`config.mk`:
```
export PLATFORM = sky130hd
export DESIGN_NAME = ca2d_ctrl
export DESIGN_NICKNAME = d
export VERILOG_FILES = /design/src/design/ca2d_pkg.sv /design/src/design/ca2d_ctrl.sv
export SDC_FILE = /design/constraint.sdc
export NUM_CORES = 1
export LEC_CHECK = 0
export ABC_CLOCK_PERIOD_IN_PS = 1300
export BUFFER_PORTS_ARGS = -buffer_cell sky130_fd_sc_hd__buf_2
export CAP_MARGIN = 5
export CORE_AREA = 2 2 39 41
export CTS_CLUSTER_DIAMETER = 200
export DETAILED_ROUTE_END_ITERATION = 7
export DIE_AREA = 0 0 41 43
export SYNTH_ARGS = -nofsm -noshare
export SYNTH_HDL_FRONTEND = slang
export SYNTH_SLANG_ARGS = --single-unit
```
`constraint.sdc`:
```
create_clock -name clk -period 1.3 [get_ports clk]
set_input_delay 0.195 -clock clk [delete_from_list [all_inputs] [get_ports clk]]
set_output_delay 0.195 -clock clk [all_outputs]
set_load 0.05 [all_outputs]
```
`src/design/ca2d_pkg.sv`:
```
// shared types and constants of the toroidal 2d cellular automaton
package ca2d_pkg;

  localparam int MAX_COLS = 64;
  localparam int MAX_ROWS = 64;
  localparam int ROW_AW   = $clog2(MAX_ROWS);
  localparam int COL_AW   = $clog2(MAX_COLS);
  localparam int SIZE_W   = 7;
  localparam int CFG_W    = 32;
  localparam int RULE_W   = 32;
  localparam int CFG_AW   = 2;

  localparam logic [RULE_W-1:0] RULE_RESET = 32'd594594;
  localparam logic [SIZE_W-1:0] SIZE_RESET = 7'd10;

  // item modes
  typedef enum logic [1:0] {
    MODE_WRITE   = 2'd0,
    MODE_READ    = 2'd1,
    MODE_ADVANCE = 2'd2,
    MODE_CLEAR   = 2'd3
  } mode_t;

  // configuration register indexes
  typedef enum logic [CFG_AW-1:0] {
    REG_RULE   = 2'd0,
    REG_WIDTH  = 2'd1,
    REG_HEIGHT = 2'd2
  } cfg_reg_t;

  // controller states
  typedef enum logic [2:0] {
    ST_IDLE,
    ST_RD_DATA,
    ST_ADV_UP,
    ST_ADV_MID,
    ST_ADV_ROW
  } state_t;

  // datapath operations
  typedef enum logic [3:0] {
    DP_NOP,
    DP_WRITE,
    DP_CLEAR,
    DP_READ_ISSUE,
    DP_READ_LOAD,
    DP_ADV_FETCH,
    DP_ADV_LOAD_UP,
    DP_ADV_LOAD_MID,
    DP_ADV_ROW
  } dp_op_t;

  typedef struct packed {
    dp_op_t op;
  } dp_cmd_t;

  typedef struct packed {
    logic last_row;
  } dp_status_t;

endpackage

```
`src/design/ca2d_ctrl.sv`:
```
// controller state machine: sequences write, read, clear and generation sweeps
module ca2d_ctrl
  import ca2d_pkg::*;
(
  input  logic       clk,
  input  logic       rst_n,
  input  logic       start,
  input  logic [1:0] in_mode,
  input  dp_status_t status,
  output dp_cmd_t    cmd,
  output logic       busy
);

  state_t state_r;
  state_t state_nxt;

  // state register
  always_ff @(posedge clk) begin
    if (!rst_n) begin
      state_r <= ST_IDLE;
    end else begin
      state_r <= state_nxt;
    end
  end

  // next state and datapath command
  always_comb begin
    state_nxt = state_r;
    cmd.op    = DP_NOP;
    case (state_r)
      ST_IDLE: begin
        if (start) begin
          case (mode_t'(in_mode))
            MODE_WRITE: cmd.op = DP_WRITE;
            MODE_READ: begin
              cmd.op    = DP_READ_ISSUE;
              state_nxt = ST_RD_DATA;
            end
            MODE_ADVANCE: begin
              cmd.op    = DP_ADV_FETCH;
              state_nxt = ST_ADV_UP;
            end
            MODE_CLEAR: cmd.op = DP_CLEAR;
            default: cmd.op = DP_NOP;
          endcase
        end
      end
      ST_RD_DATA: begin
        cmd.op    = DP_READ_LOAD;
        state_nxt = ST_IDLE;
      end
      ST_ADV_UP: begin
        cmd.op    = DP_ADV_LOAD_UP;
        state_nxt = ST_ADV_MID;
      end
      ST_ADV_MID: begin
        cmd.op    = DP_ADV_LOAD_MID;
        state_nxt = ST_ADV_ROW;
      end
      ST_ADV_ROW: begin
        cmd.op = DP_ADV_ROW;
        if (status.last_row) begin
          state_nxt = ST_IDLE;
        end
      end
      default: state_nxt = ST_IDLE;
    endcase
  end

  assign busy = (state_r != ST_IDLE);

  // sweep keeps going until the last row in use
  a_sweep_continues: assert property (@(posedge clk) disable iff (!rst_n)
    (state_r == ST_ADV_ROW && !status.last_row) |=> state_r == ST_ADV_ROW)
    else $error("generation sweep left early");

  // a read always passes through the data state
  a_read_path: assert property (@(posedge clk) disable iff (!rst_n)
    (state_r == ST_IDLE && start && in_mode == MODE_READ) |=> state_r == ST_RD_DATA)
    else $error("read did not enter data state");

  // priming of a sweep runs the up state, then the mid state, then enters the row state
  a_prime: assert property (@(posedge clk) disable iff (!rst_n)
    state_r == ST_ADV_UP |=> state_r == ST_ADV_MID ##1 state_r == ST_ADV_ROW)
    else $error("sweep priming out of order");

endmodule

```
==> results.cfg <==
[outcome]
outcome = finished with violations
failed_checks = setup timing

[routing]
wl_per_cell_um = 9.25
first_pass_iters = 3
top_layer = met3
drc = 0
drt-initial-drc-count = 3
routed_wl_um = 518
viasPerCell = 4.07
ant_nets = 0
wl_met1_um = 216
met2RoutedLength_um = 264
wl_met3_um = 36
vias = 228

[timing]
drv_slew = 0
hold_ws_ps = 227
final-hold-violation-count = 0
slew_headroom_pct = 82.6
worst-slew-pin-transition_ps = 260
period_needed_ps = 1340
tns_ps = -109
period_share_pct = 103
fin_skew_ps = 4.49
rsz0062_at_grt = true
setup_viol_count_final = 3
fmax_ghz = 0.744
layout_setup_ws_ps = -45.0

[global_route]
gr-usage-all-layers_pct = 8.02
grt_max_degree = 8
grt_antenna_before_repair = 0
overflow = 0
grt_first_pass_wirelength_um = 883
grt_pass1_vias = 224

[final_layout]
nets = 47
synthToLayoutAreaGrowth_pct = 101
top_register = state_r
multiInputGateArea_um2 = 166
num_antenna_cells = 0
largest_reg_flops = 3
mostFrequentLayoutCells = buf_2, buf_6, nand3b_1, clkbuf_4
seqCellArea_um2 = 66.3
nFillCells = 159
top_regs = state_r (3)
drive_gt1_share_pct = 60.0
layout_commonest_cell = buf_2

[place]
hpwl_um = 413
finalWeightedCongestion = 0.651
io_buffers = 10
place_ws_ps = 6.75

[clock_network]
cts_buffer_depth = 2
cts_max_level = 1
cts-root-buf = clkbuf_4
cts_hold_buf = 0
clkLatencyLatePin_ps = 230
clock_sinks = 3
clkTransAtPathRegs_ps = 40
cts_tree = done
cts_inserted_buffers = 3

[die]
die_h_um = 43
start_util_pct = 13.9
die_w_um = 41
die-area_um2 = 1760
core_area_um2 = 1380
io_pins = 11
rows = 14

[synthesis]
netlist_top_cells_area = dfxtp_1, nand3b_1, nand2b_1, a211oi_1, and2_1
synthCells = 23
synth_top_area_share_pct = 31.2
synth_cell_types = 13
yosysWarnings = 0
syn_avg_cell_area_um2 = 8.38
syn-cell-area_um2 = 193
ys_seq_area_share_pct = 31.2
synth.net_count = 29
synth_top_area_cell = dfxtp_1
ys_ff_latch = 3

[worst_setup_path]
crit_buf_inv = 1
cpMaxStageDelayCell = dfxtp_4
worstPathMaxFanout = 6
cp_cell_sequence = o41ai_4 > buf_6
critPathMaxStageDelay_ps = 360
worst_setup_path_start_kind = flop
cp_data_required_time_ps = 1110
worstSetupPathType = flop to output pin
cp-end-kind = output pin
cp.arrival_ps = 1150
crit_family = flip-flops

[power_and_ir_drop]
combPwrFrac_pct = 30.7
p_int_mw = 0.259
power.total_mw = 0.376
p_clk_share_pct = 42.9
power.switching_mw = 0.117
pwr_density_cell_nw_per_um2 = 969
p_seq_share_pct = 26.4
switching_share_pct = 31.2
max-vdd-ir-drop_v = 0.000310
p_leak_nw = 0.160

[worst_hold_path]
hold_class = input port to flop

[run]
drv_cap = 0
==> metal layers <==
metal  vias up  global-route usage, %
li1        121                      -
met1        98                   7.67
met2         9                   11.9
met3         0                   4.71
met4         0                   6.00
met5         -                      0
==> worst reg2reg max path: cells and delay by family (launching register included) <==
kind | cells | cell delay (ps)
AOI/OAI and AO/OA | 1 | 220
DFF | 1 | 350
buffers and inverters | 1 | 150
and+or+nand+nor | 1 | 390
==> power by group through the flow <==
stage               logic, mW  clock network (mW)  registers (mW)
finish                  0.115               0.161          0.0991
detailed placement     0.0959                   0           0.101
floorplan              0.0701                   0           0.100
CTS                     0.116               0.170          0.0993
global placement       0.0957                   0           0.101
global route            0.124               0.185          0.0996
==> final timing paths <==
kind              cells after the start         end       start  slack, ps
setup / recovery                      2      cmd[0]  state_r[1]        -40
hold / removal                        3  state_r[2]      status        230
setup reg to reg                      3  state_r[0]  state_r[2]        110
hold reg to reg                       2  state_r[2]  state_r[0]        570
==> area by class of cell <==
class | count | share of cell area [%]
inverter | 1 | 0.968
timing repair buffer | 13 | 27.1
clock buffer | 4 | 6.77
sequential | 3 | 17.1
multi-input combinational | 19 | 42.9
tap | 16 | 5.16
==> repair_timing <==
action	in CTS	in global routing
pin swaps	2	0
resized for setup	15	1
buffers inserted	1	0
setup endpoints to repair	5	4
==> cell usage after synthesis (all sizes together) <==
cell type,number
and2,2
nor2,2
or3b,1
a211oi,2
nand2b,3
or4b,1
inv,1
a21boi,1
a21oi,2
nand3b,3
dfxtp,3
or3,1
o41ai,1
==> cells by family after synthesis <==
family,synth area share [%]
buf+inv,1.95
simple gates,45.5
flops,31.2
compound gates,21.4
==> stage by stage <==
| step | area (µm²) | util [%] | instances |
|---|---|---|---|
| after global routing | 388 | 28.0 | 56 |
| after floorplan | 219 | - | 23 |
| after detailed placement | 304 | 22.0 | 51 |
| after global placement | 304 | 22.0 | 51 |
| after CTS | 384 | 27.8 | 56 |
| final | 388 | 28.0 | 56 |
No activity file was read; power rests on OpenSTA's default activity.
